<file path="config.mk">
export PLATFORM = sky130hd
export DESIGN_NAME = bhd_fifo
export DESIGN_NICKNAME = d
export VERILOG_FILES = /design/src/rtl/core/bhd_pkg.sv /design/src/rtl/core/bhd_fifo.sv
export SDC_FILE = /design/constraint.sdc
export NUM_CORES = 1
export LEC_CHECK = 0
export BUFFER_PORTS_ARGS = -buffer_cell sky130_fd_sc_hd__buf_2
export CORE_MARGIN = 8
export CORE_UTILIZATION = 40
export DETAILED_ROUTE_END_ITERATION = 10
export PLACE_DENSITY = 0.65
export SLEW_MARGIN = 20
export SYNTH_ARGS = -nofsm -noshare
export SYNTH_HDL_FRONTEND = slang
export SYNTH_SLANG_ARGS = --single-unit
</file>
<file path="constraint.sdc">
create_clock -name i_clk -period 8.2 [get_ports i_clk]
set_clock_uncertainty 0.15 [all_clocks]
set_input_delay 1.64 -clock i_clk [delete_from_list [all_inputs] [get_ports i_clk]]
set_output_delay 1.64 -clock i_clk [all_outputs]
set_load 0.02 [all_outputs]
</file>
<file path="src/rtl/core/bhd_pkg.sv">
// Shared types, widths and blend helpers for the bilinear half-size downscaler.
// Used by bhd_fifo, bhd_front, bhd_back and the top level; has no dependencies of its own.

package bhd_pkg;

    // Sizing
    localparam int MAX_WIDTH  = 4096;
    localparam int FRAC_W     = 16;            // fraction bits of the 2.16 steps
    localparam int CFG_SIZE_W = 13;
    localparam int CFG_STEP_W = 18;
    localparam int CFG_DATA_W = 18;
    localparam int CFG_IDX_W  = 3;
    localparam int PIX_W      = 32;

    localparam int COL_W     = $clog2(MAX_WIDTH);
    localparam int WSZ_W     = (COL_W + 1 > CFG_SIZE_W) ? COL_W + 1 : CFG_SIZE_W;
    localparam int ROW_W     = CFG_SIZE_W;
    localparam int STEP_IP_W = (CFG_STEP_W > FRAC_W) ? CFG_STEP_W - FRAC_W : 1;
    localparam int XIP_W     = ((WSZ_W > STEP_IP_W) ? WSZ_W : STEP_IP_W) + 1;
    localparam int YIP_W     = ((ROW_W > STEP_IP_W) ? ROW_W : STEP_IP_W) + 1;
    localparam int XPOS_W    = XIP_W + FRAC_W;
    localparam int YPOS_W    = YIP_W + FRAC_W;
    localparam int OCOL_W    = COL_W;
    localparam int OROW_W    = ROW_W - 1;
    localparam int PROD_W    = FRAC_W + 10;

    localparam int QUEUE_DEPTH = 4;
    localparam int QPTR_W      = $clog2(QUEUE_DEPTH);

    // Register indexes
    localparam logic [CFG_IDX_W-1:0] REG_SRC_WIDTH  = 3'd0;
    localparam logic [CFG_IDX_W-1:0] REG_SRC_HEIGHT = 3'd1;
    localparam logic [CFG_IDX_W-1:0] REG_X_STEP     = 3'd2;
    localparam logic [CFG_IDX_W-1:0] REG_Y_STEP     = 3'd3;
    localparam logic [CFG_IDX_W-1:0] REG_HAS_ALPHA  = 3'd4;

    // Register reset values
    localparam logic [CFG_SIZE_W-1:0] RST_SRC_WIDTH  = 13'd1024;
    localparam logic [CFG_SIZE_W-1:0] RST_SRC_HEIGHT = 13'd1024;
    localparam logic [CFG_STEP_W-1:0] RST_X_STEP     = 18'd131200;
    localparam logic [CFG_STEP_W-1:0] RST_Y_STEP     = 18'd131200;

    typedef struct packed {
        logic [CFG_SIZE_W-1:0] src_width;
        logic [CFG_SIZE_W-1:0] src_height;
        logic [CFG_STEP_W-1:0] x_step;
        logic [CFG_STEP_W-1:0] y_step;
        logic                  has_alpha;
    } t_cfg;

    // One blend job: four corners, the two weights and the frame-last flag
    typedef struct packed {
        logic [PIX_W-1:0]  tl;
        logic [PIX_W-1:0]  tr;
        logic [PIX_W-1:0]  bl;
        logic [PIX_W-1:0]  br;
        logic [FRAC_W-1:0] fx;
        logic [FRAC_W-1:0] fy;
        logic              last;
    } t_job;

    // a*(1-f) + b*f == a*2^F + (b-a)*f; this gives the product term
    function automatic logic signed [PROD_W-1:0] lerp_mul(
        input logic [7:0]        a,
        input logic [7:0]        b,
        input logic [FRAC_W-1:0] f
    );
        logic signed [8:0]        d;
        logic signed [PROD_W-1:0] de;
        logic signed [PROD_W-1:0] fe;
        d  = $signed({1'b0, b}) - $signed({1'b0, a});
        de = PROD_W'(d);
        fe = $signed({{(PROD_W-FRAC_W){1'b0}}, f});
        return de * fe;
    endfunction

    // add the base term and truncate away the fraction
    function automatic logic [7:0] lerp_fin(
        input logic [7:0]               a,
        input logic signed [PROD_W-1:0] p
    );
        logic signed [PROD_W-1:0] s;
        s = $signed({2'b00, a, {FRAC_W{1'b0}}}) + p;
        return s[FRAC_W+7:FRAC_W];
    endfunction

endpackage

</file>
<file path="src/rtl/core/bhd_fifo.sv">
// Short job queue between the front (pixel classification) and the back (blend).
// Depends on bhd_pkg for t_job and the queue depth.

module bhd_fifo
    import bhd_pkg::*;
(
    input  logic i_clk,
    input  logic i_rst_n,
    input  logic i_push,
    input  t_job i_job,
    output logic o_full,
    input  logic i_pop,
    output logic o_valid,
    output t_job o_job
);

    t_job              r_mem [QUEUE_DEPTH];
    logic [QPTR_W-1:0] r_wr_ptr, n_wr_ptr;
    logic [QPTR_W-1:0] r_rd_ptr, n_rd_ptr;
    logic [QPTR_W:0]   r_count, n_count;
    logic              do_push, do_pop;

    assign o_full  = (r_count == (QPTR_W+1)'(QUEUE_DEPTH));
    assign o_valid = (r_count != '0);
    assign o_job   = r_mem[r_rd_ptr];
    assign do_push = i_push && !o_full;
    assign do_pop  = i_pop && o_valid;

    always_comb begin
        n_wr_ptr = r_wr_ptr;
        n_rd_ptr = r_rd_ptr;
        n_count  = r_count;
        if (do_push) begin
            n_wr_ptr = (r_wr_ptr == QPTR_W'(QUEUE_DEPTH - 1)) ? '0 : r_wr_ptr + 1'b1;
        end
        if (do_pop) begin
            n_rd_ptr = (r_rd_ptr == QPTR_W'(QUEUE_DEPTH - 1)) ? '0 : r_rd_ptr + 1'b1;
        end
        if (do_push && !do_pop) begin
            n_count = r_count + 1'b1;
        end else if (do_pop && !do_push) begin
            n_count = r_count - 1'b1;
        end
    end

    always_ff @(posedge i_clk) begin
        if (!i_rst_n) begin
            r_wr_ptr <= '0;
            r_rd_ptr <= '0;
            r_count  <= '0;
        end else begin
            r_wr_ptr <= n_wr_ptr;
            r_rd_ptr <= n_rd_ptr;
            r_count  <= n_count;
        end
    end

    always_ff @(posedge i_clk) begin
        if (do_push) begin
            r_mem[r_wr_ptr] <= i_job;
        end
    end

`ifndef SYNTHESIS
    a_no_overflow: assert property (@(posedge i_clk) disable iff (!i_rst_n)
        i_push |-> !o_full)
        else $error("job queue pushed while full");

    a_count_up: assert property (@(posedge i_clk) disable iff (!i_rst_n)
        (i_push && !i_pop && !o_full) |=> (r_count == $past(r_count) + 1'b1))
        else $error("job queue count did not follow a push");
`endif

endmodule

</file>
==> results_dict.tcl <==
set metrics [dict create \
    max_clock_freq_mhz 203 \
    syn_area_per_cell_sq_um 26.5 \
    synth_top_cell_area_share_pct 81.7 \
    chipHeight_microns 259 \
    crit_path_top_delay_cell "dfxtp_4" \
    r2r-start "r_count[0]" \
    drtIter0Drc 551 \
    syn-instance-count 892 \
    io_buffers 327 \
    clk_latency_ns 0.59 \
    synthArstFlopShare_pct 0 \
    numCtsBuffers 69 \
    vias 10560 \
    postSynthRegisterBits 653 \
    start_util_pct 40.3 \
    cts_resized 0 \
    syn-cell-area_sq_um 23700 \
    routed_wirelength_microns 47300 \
    cp.required_ns 6.41 \
    cts_hold_buf 0 \
    seq_area_frac_synth_pct 82.4 \
    clk_pin_slew_ns 0.05 \
    netlist-cell-type-count 22 \
    fin_hold_ws_ns 0.362 \
    grt_max_degree 101 \
    grtUsageTotal_pct 13.9 \
    rrSetupSlack_ns 4.95 \
    holdPathEnd "r_wr_ptr[1]" \
    drcViolationCount 0 \
    wl_per_cell_microns 22.6 \
    cts_htree_levels 3 \
    p_leak_nw 9.39 \
    period_share_pct 60.0 \
    critPathKind "reg2out" \
    synth_flop_cell "edfxtp_1" \
    min_path_type "reg2reg" \
    setup_tns_ns 0 \
    worstSetupStartpointType "flop" \
    r2r-end "r_mem[3][93]" \
    cts_tree "done" \
    slew_headroom_pct 27.3 \
    cts.sinks 653 \
    routabilityCongestion 0.704 \
    ys_warn_count 0 \
    grt_pass1_wl_microns 70400 \
    period_minus_slack_ns 4.92 \
    layout_setup_ws_ns 3.28 \
    slowest_delay_ns 1.08 \
    dr.pass1.iters 4 \
    min_from "r_wr_ptr[1]" \
    dieArea_sq_um 67200 \
    core-area_sq_um 58800 \
    ant_nets 0 \
    pre_cts_ws_ns 3.65 \
    ios 328 \
    hold_depth 2 \
    cellPowerDensity_nw_per_um2 327 \
    yosysMostFrequentCell "edfxtp_1" \
    nets 1439 \
    ir_drop_v 0.000217 \
    yosys.area.top_type "edfxtp_1" \
    grt-ovfl-total 0 \
    antenna_found_initial 9 \
    synth-edff-count 644 \
    reg2reg_depth 4 \
    rsz0062_at_grt "no" \
    via_per_inst 5.05 \
    cp.arrival_ns 3.13 \
    cap_violations 0 \
    grt_pass1_vias 11322 \
    syn-num-nets 1064 \
    end_kind "primary output" \
    cts_root_buf "clkbuf_16" \
    clk_path_buf_depth 3 \
    synthTopCellsByArea "edfxtp_1 (82%), mux4_2 (15%), dfxtp_1 (0.76%), buf_6 (0.52%), buf_2 (0.38%)" \
    post_cts_buffers 0 \
    hold_viol 0 \
    cp_max_fo 66 \
    worst_slew_pin_slew_ns 1.09 \
    finalSetupViolations 0 \
    synth_commonest_cells "edfxtp_1 (644), mux4_2 (161), buf_2 (18)" \
    dpl.hpwl_microns 28500 \
    num_rows 89 \
    path_cells "buf_4 > mux4_2 > buf_2" \
    p_total_mw 9.28 \
    slew_violations 0 \
    drive_above_1_share_pct 45.8 \
    status "completed" \
    syn_to_final_growth_pct 19.7 \
    die_x_microns 259 \
]
==> metal layers <==
layer  share of wire (%)  vias up  GRT usage [%]  routed length [microns]
li1                    -     4625              -                        -
met1                  40     5536           17.4                    19100
met2                  51      311           23.0                    24000
met3                 7.2       72           4.48                     3420
met4                 1.6       16           4.04                      749
met5                0.22        -              0                      104
==> cells in the final DEF, fill, tap and decap left out, drive strengths merged, types with 3 or more instances in the layout <==
| cell | instances |
|---|---|
| bufinv | 4 |
| edfxtp | 644 |
| o21ai | 3 |
| nand2 | 6 |
| inv | 8 |
| mux4 | 161 |
| diode | 3 |
| and2 | 5 |
| mux2i | 3 |
| clkinv | 25 |
| ha | 6 |
| dfxtp | 9 |
| buf | 342 |
| clkbuf | 86 |
==> critical path: cells and delay by family (launching register included) <==
kind                   cells  cell delay (ns)
buffers and inverters      2             0.92
DFF                        1             1.08
muxes                      1             0.46
==> worst max-delay path by stage <==
stage               startpoint            to  slack [ns]  cells after the start
floorplan               i_push   r_mem[0][0]        1.80                      3
global placement        i_push  r_mem[3][34]        3.67                      4
detailed placement      i_push  r_mem[3][34]        3.65                      4
CTS                       flop    o_job[122]        3.17                      3
global route              flop     o_job[64]        3.13                      3
finish                    flop    o_job[122]        3.28                      3
==> metrics by stage <==
stage / area [sq um] / util (%) / instances
finish: 28300 / 48.2 / 2093
global route: 28300 / 48.2 / 2090
CTS: 28300 / 48.2 / 2090
detailed placement: 26200 / 44.5 / 1969
global placement: 26200 / 44.5 / 1969
floorplan: 23700 / - / 892
==> logic make-up after synthesis <==
kind of cell	count (synthesis)	synth area share (%)
xor gates and xnor gates	2	0.0740
DFF	653	82.4
adders and majority gates	7	0.402
muxes	164	15.4
AOI/OAI and AO/OA	5	0.127
buffers and inverters	41	1.09
and+or+nand+nor	20	0.439
==> where the power goes <==
part / internal [mW] / leakage (nW) / switching (mW)
Combinational: 0.867 / 2.36 / 1.28
Clock: 1.73 / 1.05 / 1.20
Sequential: 4.07 / 5.98 / 0.124
Total: 6.67 / 9.39 / 2.61
==> state kept, by name, indices dropped and copies added, names as in the netlist, named ones only <==
signal and count:
r_count 3, r_mem 644, r_rd_ptr 2, r_wr_ptr 2
==> area by class of cell <==
type / count / area [sq um]
fillers: 4801 / 30500
flip-flops and latches: 653 / 19500
multi-input cells: 198 / 3910
clock buffers: 86 / 1850
repair buffers: 342 / 1760
well taps: 773 / 967
clock inverters: 35 / 295
inverters: 3 / 11.3
diodes: 3 / 7.51
(Power assumes the default switching activity.)
