**src/rtl/core/bhd_pkg.sv**
```systemverilog
// Shared types, widths and blend helpers for the bilinear half-size downscaler.
// Used by bhd_fifo, bhd_front, bhd_back and the top level; has no dependencies of its own.

package bhd_pkg;

    // Sizing
    localparam int MAX_WIDTH  = 4096;
    localparam int FRAC_W     = 16;            // fraction bits of the 2.16 steps
    localparam int CFG_SIZE_W = 13;
    localparam int CFG_STEP_W = 18;
    localparam int CFG_DATA_W = 18;
    localparam int CFG_IDX_W  = 3;
    localparam int PIX_W      = 32;

    localparam int COL_W     = $clog2(MAX_WIDTH);
    localparam int WSZ_W     = (COL_W + 1 > CFG_SIZE_W) ? COL_W + 1 : CFG_SIZE_W;
    localparam int ROW_W     = CFG_SIZE_W;
    localparam int STEP_IP_W = (CFG_STEP_W > FRAC_W) ? CFG_STEP_W - FRAC_W : 1;
    localparam int XIP_W     = ((WSZ_W > STEP_IP_W) ? WSZ_W : STEP_IP_W) + 1;
    localparam int YIP_W     = ((ROW_W > STEP_IP_W) ? ROW_W : STEP_IP_W) + 1;
    localparam int XPOS_W    = XIP_W + FRAC_W;
    localparam int YPOS_W    = YIP_W + FRAC_W;
    localparam int OCOL_W    = COL_W;
    localparam int OROW_W    = ROW_W - 1;
    localparam int PROD_W    = FRAC_W + 10;

    localparam int QUEUE_DEPTH = 4;
    localparam int QPTR_W      = $clog2(QUEUE_DEPTH);

    // Register indexes
    localparam logic [CFG_IDX_W-1:0] REG_SRC_WIDTH  = 3'd0;
    localparam logic [CFG_IDX_W-1:0] REG_SRC_HEIGHT = 3'd1;
    localparam logic [CFG_IDX_W-1:0] REG_X_STEP     = 3'd2;
    localparam logic [CFG_IDX_W-1:0] REG_Y_STEP     = 3'd3;
    localparam logic [CFG_IDX_W-1:0] REG_HAS_ALPHA  = 3'd4;

    // Register reset values
    localparam logic [CFG_SIZE_W-1:0] RST_SRC_WIDTH  = 13'd1024;
    localparam logic [CFG_SIZE_W-1:0] RST_SRC_HEIGHT = 13'd1024;
    localparam logic [CFG_STEP_W-1:0] RST_X_STEP     = 18'd131200;
    localparam logic [CFG_STEP_W-1:0] RST_Y_STEP     = 18'd131200;

    typedef struct packed {
        logic [CFG_SIZE_W-1:0] src_width;
        logic [CFG_SIZE_W-1:0] src_height;
        logic [CFG_STEP_W-1:0] x_step;
        logic [CFG_STEP_W-1:0] y_step;
        logic                  has_alpha;
    } t_cfg;

    // One blend job: four corners, the two weights and the frame-last flag
    typedef struct packed {
        logic [PIX_W-1:0]  tl;
        logic [PIX_W-1:0]  tr;
        logic [PIX_W-1:0]  bl;
        logic [PIX_W-1:0]  br;
        logic [FRAC_W-1:0] fx;
        logic [FRAC_W-1:0] fy;
        logic              last;
    } t_job;

    // a*(1-f) + b*f == a*2^F + (b-a)*f; this gives the product term
    function automatic logic signed [PROD_W-1:0] lerp_mul(
        input logic [7:0]        a,
        input logic [7:0]        b,
        input logic [FRAC_W-1:0] f
    );
        logic signed [8:0]        d;
        logic signed [PROD_W-1:0] de;
        logic signed [PROD_W-1:0] fe;
        d  = $signed({1'b0, b}) - $signed({1'b0, a});
        de = PROD_W'(d);
        fe = $signed({{(PROD_W-FRAC_W){1'b0}}, f});
        return de * fe;
    endfunction

    // add the base term and truncate away the fraction
    function automatic logic [7:0] lerp_fin(
        input logic [7:0]               a,
        input logic signed [PROD_W-1:0] p
    );
        logic signed [PROD_W-1:0] s;
        s = $signed({2'b00, a, {FRAC_W{1'b0}}}) + p;
        return s[FRAC_W+7:FRAC_W];
    endfunction

endpackage

```
**src/rtl/core/bhd_back.sv**
```systemverilog
// Back part: four-stage blend pipeline (horizontal pass, vertical pass) ending in the
// output register. Depends on bhd_pkg for t_job and the blend helpers.

module bhd_back
    import bhd_pkg::*;
(
    input  logic             i_clk,
    input  logic             i_rst_n,
    input  logic             i_has_alpha,
    input  logic             i_job_valid,
    input  t_job             i_job,
    output logic             o_pop,
    output logic             o_valid,
    input  logic             i_ready,
    output logic [PIX_W-1:0] o_pixel,
    output logic             o_last
);

    logic                     en;
    logic                     r1_valid, r2_valid, r3_valid, r_out_valid;
    logic [7:0]               r1_a_t [4];
    logic [7:0]               r1_a_b [4];
    logic signed [PROD_W-1:0] r1_p_t [4];
    logic signed [PROD_W-1:0] r1_p_b [4];
    logic [FRAC_W-1:0]        r1_fy, r2_fy;
    logic                     r1_last, r2_last, r3_last, r_out_last;
    logic [7:0]               r2_top [4];
    logic [7:0]               r2_bot [4];
    logic [7:0]               r3_a [4];
    logic signed [PROD_W-1:0] r3_p [4];
    logic [7:0]               r_out_ch [4];

    // whole pipe holds while the result waits
    assign en    = !r_out_valid || i_ready;
    assign o_pop = en && i_job_valid;

    always_ff @(posedge i_clk) begin
        if (!i_rst_n) begin
            r1_valid    <= 1'b0;
            r2_valid    <= 1'b0;
            r3_valid    <= 1'b0;
            r_out_valid <= 1'b0;
        end else if (en) begin
            r1_valid    <= i_job_valid;
            r2_valid    <= r1_valid;
            r3_valid    <= r2_valid;
            r_out_valid <= r3_valid;
        end
    end

    always_ff @(posedge i_clk) begin
        if (en) begin
            for (int ch = 0; ch < 4; ch++) begin
                r1_a_t[ch] <= i_job.tl[8*ch +: 8];
                r1_a_b[ch] <= i_job.bl[8*ch +: 8];
                r1_p_t[ch] <= lerp_mul(i_job.tl[8*ch +: 8], i_job.tr[8*ch +: 8], i_job.fx);
                r1_p_b[ch] <= lerp_mul(i_job.bl[8*ch +: 8], i_job.br[8*ch +: 8], i_job.fx);
                r2_top[ch] <= lerp_fin(r1_a_t[ch], r1_p_t[ch]);
                r2_bot[ch] <= lerp_fin(r1_a_b[ch], r1_p_b[ch]);
                r3_a[ch]   <= r2_top[ch];
                r3_p[ch]   <= lerp_mul(r2_top[ch], r2_bot[ch], r2_fy);
                r_out_ch[ch] <= lerp_fin(r3_a[ch], r3_p[ch]);
            end
            r1_fy      <= i_job.fy;
            r2_fy      <= r1_fy;
            r1_last    <= i_job.last;
            r2_last    <= r1_last;
            r3_last    <= r2_last;
            r_out_last <= r3_last;
        end
    end

    assign o_valid = r_out_valid;
    assign o_last  = r_out_last;
    assign o_pixel = {i_has_alpha ? r_out_ch[3] : 8'd0, r_out_ch[2], r_out_ch[1], r_out_ch[0]};

`ifndef SYNTHESIS
    a_pipe_drain: assert property (@(posedge i_clk) disable iff (!i_rst_n)
        (r3_valid && en) |=> r_out_valid)
        else $error("vertical stage result lost on its way to the output");
`endif

endmodule

```
**config.mk**
```make
export PLATFORM = sky130hd
export DESIGN_NAME = bhd_back
export DESIGN_NICKNAME = d
export VERILOG_FILES = /design/src/rtl/core/bhd_pkg.sv /design/src/rtl/core/bhd_back.sv
export SDC_FILE = /design/constraint.sdc
export NUM_CORES = 2
export LEC_CHECK = 0
export ABC_AREA = 1
export CORE_MARGIN = 2
export CORE_UTILIZATION = 45
export DETAILED_ROUTE_END_ITERATION = 6
export DONT_BUFFER_PORTS = 1
export HOLD_SLACK_MARGIN = 0.12
export PLACE_DENSITY = 0.66
export SLEW_MARGIN = 10
export SYNTH_ARGS = -nofsm -noshare
export SYNTH_HDL_FRONTEND = slang
export SYNTH_SLANG_ARGS = --single-unit
```
**constraint.sdc**
```tcl
create_clock -name i_clk -period 16.35 [get_ports i_clk]
set_input_delay 3.27 -clock i_clk [delete_from_list [all_inputs] [get_ports i_clk]]
set_output_delay 3.27 -clock i_clk [all_outputs]
set_load 0.01 [all_outputs]
```
==> results.txt <==
The total cell area at the placement stage is 72000 µm². The post-cts repair resize count came out at 0. No sink is reached through more buffers than the 3 on the longest clock path. The area of the multi-input gates is 53100 µm². The summed negative setup slack over all endpoints is 0 ns. The flow ran to the end, and the final reports show no timing, DRC or antenna violations. STA puts the critical path data arrival time at 9.10 ns. The final number of setup-violating endpoints came out at 0.

The sequential share of the synthesized area came out at 14.0%. In this run the worst hold path is classified as flip-flop to flip-flop. STA classifies the critical path startpoint as a primary input.

The cell area after technology mapping is 70200 µm². In this run the count of I/O pins placed on the die edge is 201. The number of max-slew violations in the final report is 0. The via density per instance came out at 5.34. The mean post-synth cell area is 8.46 µm². The critical path class is primary input to flip-flop. The root buffer cell chosen for the clock tree is clkbuf_16. The number of enable-type register cells in the synthesized netlist came out at 324. Port buffering added 0 buffers. The count of fill cells added during filler insertion is 14900.

The initial antenna violation count came out at 5. The top fanout value on the critical path is 13. Summing all flip-flop and latch instances after layout gives 9810 µm².

The async set or reset register ratio after synthesis is 0%. At the pin with the least slew margin, the transition time is 1.16 ns. The HPWL after detailed placement came out at 149 mm. Wires add up to 196 mm. The number of detailed-routing iterations run before antenna repair is 6. Once the floorplan was initialized, standard cells occupied 45.4% of the core. The headroom to the max-slew limit came out at 22.5%.

The tool flagged a number of max-cap violations equal to 0. The number of buffers added for setup after CTS is 0. The most common library cell in the layout ignoring fill and taps is inv_1. The full die area is 159000 µm². Between clock sinks in the finished design, the worst skew comes to 0.0542 ns. The utilization of the core after routing is 47.6%.

The area growth from synthesis to layout is 4.76%. The wire length per cell after detailed routing is 19.2 µm. In the layout the commonest cells are inv_1 (1566), nand2_1 (1530), nor2_1 (1299). The layer flagged by global routing as most heavily used is met2. The part of the cycle the worst path needs is 53.4%. The number of buffers added by the clock tree synthesis step is 46. The met3 routing resource usage after global routing came out at 4.22%. Counting every net in the synthesized netlist gives 10500. From bottom edge to top edge, the die measures 399 µm. The core footprint is 155000 µm². The die outline width came out at 399 µm. After the first detailed-routing iteration, the DRC count stood at 3591.

The ratio of cells with drive above 1 in the final layout came out at 3.29%. The count of unique library cells instantiated by Yosys is 51. The minimum period implied by the final worst setup slack is 8.73 ns.

The met1 demand-to-capacity share in global routing came out at 33.0%. In the synthesized netlist the dominant register cell turns out to be edfxtp_1. The met2 routing resource usage after global routing is 42.5%. Setup repair after global routing left no endpoint under its margin.

At the end of routability-driven placement, the weighted congestion stood at 0.943. The first global-routing pass estimated 314 mm of wire. The overall routing resource usage is 25.2%. Clock-pin slew was measured on the worst setup and hold paths at 0.06 ns. The insertion delay of the later-clocked pin in the worst-skew pair came out at 0.68 ns. During synthesis, Yosys emitted a total of 0 warnings. Based on the critical path, the design can be clocked at up to 0.115 GHz.

The worst setup path is captured at a flip-flop. The required time reported for the critical path endpoint is 16.73 ns. The pin count of the biggest net entering global routing came out at 125. The final instance area came out at 73600 µm². The via count of the first global-routing pass is 57600. The number of DRC violations after detailed routing is 0. The number of buffers added to fix hold violations after cts came out at 0. The final count of hold timing violations is 0. The site row count came out at 144. The number of antenna cells inserted came out at 0. TritonCTS built the clock tree. The H-tree was split into 2 levels. The detail route stage leaves a number of antenna-violating nets equal to 0.

In the final design database the tool counted 10400 nets. The via total after detailed routing came out at 54600. The global route total overflow is 0.

Synthesis produced a netlist whose cell count is 8308. The total of flip-flops plus latches after synthesis is 328. The clock sink count came out at 328.
## sequential cells by signal, summed over array words and instances, names as in the netlist, 16 cells and up
signal    flops
r1_a_b       32
r1_a_t       32
r1_fy        16
r1_p_b       32
r1_p_t       32
r2_bot       32
r2_fy        16
r2_top       32
r3_a         32
r3_p         32
r_out_ch     32
## Yosys cell counts, types with 4 or more instances
cell      number  area share (%)
nand2_1     1530             8.2
a21oi_1      294             2.1
o21ai_2       32            0.40
a211oi_1       8           0.085
o21ai_0       88            0.63
edfxtp_1     324              14
o21bai_2       6           0.096
fa_1        1200              34
xnor2_1       73            0.91
a21boi_0       8           0.085
xor2_2        17            0.39
buf_2         42            0.30
a21oi_2        5           0.062
xor2_1       129             1.6
buf_1         15           0.080
nand3_1      236             1.7
buf_6         23            0.37
a21o_1        36            0.38
inv_2         14           0.075
o211ai_1      17            0.18
o21a_1        17            0.18
a31oi_1       17            0.15
clkbuf_1     199             1.1
nor3_1        50            0.36
ha_1         852              15
nand4_1       75            0.67
o21bai_1      46            0.49
nor4_1        13            0.12
buf_4          9           0.096
or2_2         26            0.23
clkinv_1       5           0.027
inv_1       1568             8.4
o21ai_1        7           0.050
dfxtp_1        4            0.11
nor2_1      1299             6.9
## logic make-up (layout without fill, tap and decap cells)
group | count (synthesis) | in the layout | synth area share [%]
compound gates | 589 | 589 | 5.01
xor+xnor | 220 | 220 | 2.94
fa+ha+maj | 2052 | 2052 | 49.4
buf+inv | 1876 | 1748 | 10.4
flops | 328 | 328 | 14.0
simple gates | 3243 | 3243 | 18.3
## final cells by class
cell class	instances	area share [%]
tap	2044	3.48
clock inverter	36	0.534
multi-input combinational	6104	72.2
sequential	328	13.3
inverter	1588	8.11
clock buffer	50	1.58
timing repair buffer	74	0.755
## layer usage
metal | up-vias | wire length (µm)
li1 | 25100 | -
met3 | 370 | 15400
met1 | 27200 | 81200
met2 | 1873 | 92600
met4 | 2 | 7160
met5 | - | 7
## worst paths after layout
kind                start       endpoint  slack (ns)  depth (start not counted)
min              r1_fy[8]       r2_fy[8]        0.42                          0
min reg2reg      r1_fy[8]       r2_fy[8]        0.42                          0
max             i_job[41]  r1_p_b[1][20]        7.62                         28
max reg2reg  r2_top[2][0]    r3_p[2][23]        9.62                         26
## per-stage QoR
| stage | worst slack (ns) | std cells | hold WS (ns) |
|---|---|---|---|
| after floorplan | 2.77 | 8308 | 0.400 |
| after global placement | 7.09 | 10100 | 0.402 |
| after detailed placement | 7.04 | 10100 | 0.406 |
| after CTS | 7.72 | 10200 | 0.418 |
| after global routing | 7.28 | 10200 | 0.426 |
| final | 7.62 | 10200 | 0.415 |
## critical path, stage by stage
cell	delay (ns)
inv_1	0.04
ha_1	0.21
fa_1	0.42
o21ai_2	0.17
o21ai_2	0.16
or2_2	0.34
nand2_1	0.49
inv_1	0.19
nand2_1	0.12
fa_1	0.46
fa_1	0.50
inv_1	0.05
fa_1	0.45
fa_1	0.49
inv_1	0.05
fa_1	0.49
inv_1	0.04
ha_1	0.29
nand2_1	0.13
inv_1	0.07
a21oi_1	0.22
nand2_1	0.10
nand2_1	0.07
nand2_1	0.04
nand2_1	0.08
nand2_1	0.05
nand2_1	0.05
nand2_1	0.04
Power is left out: the tool's default activity adds up to more than one toggle a clock period on the data nets, which glitch-free logic cannot reach.
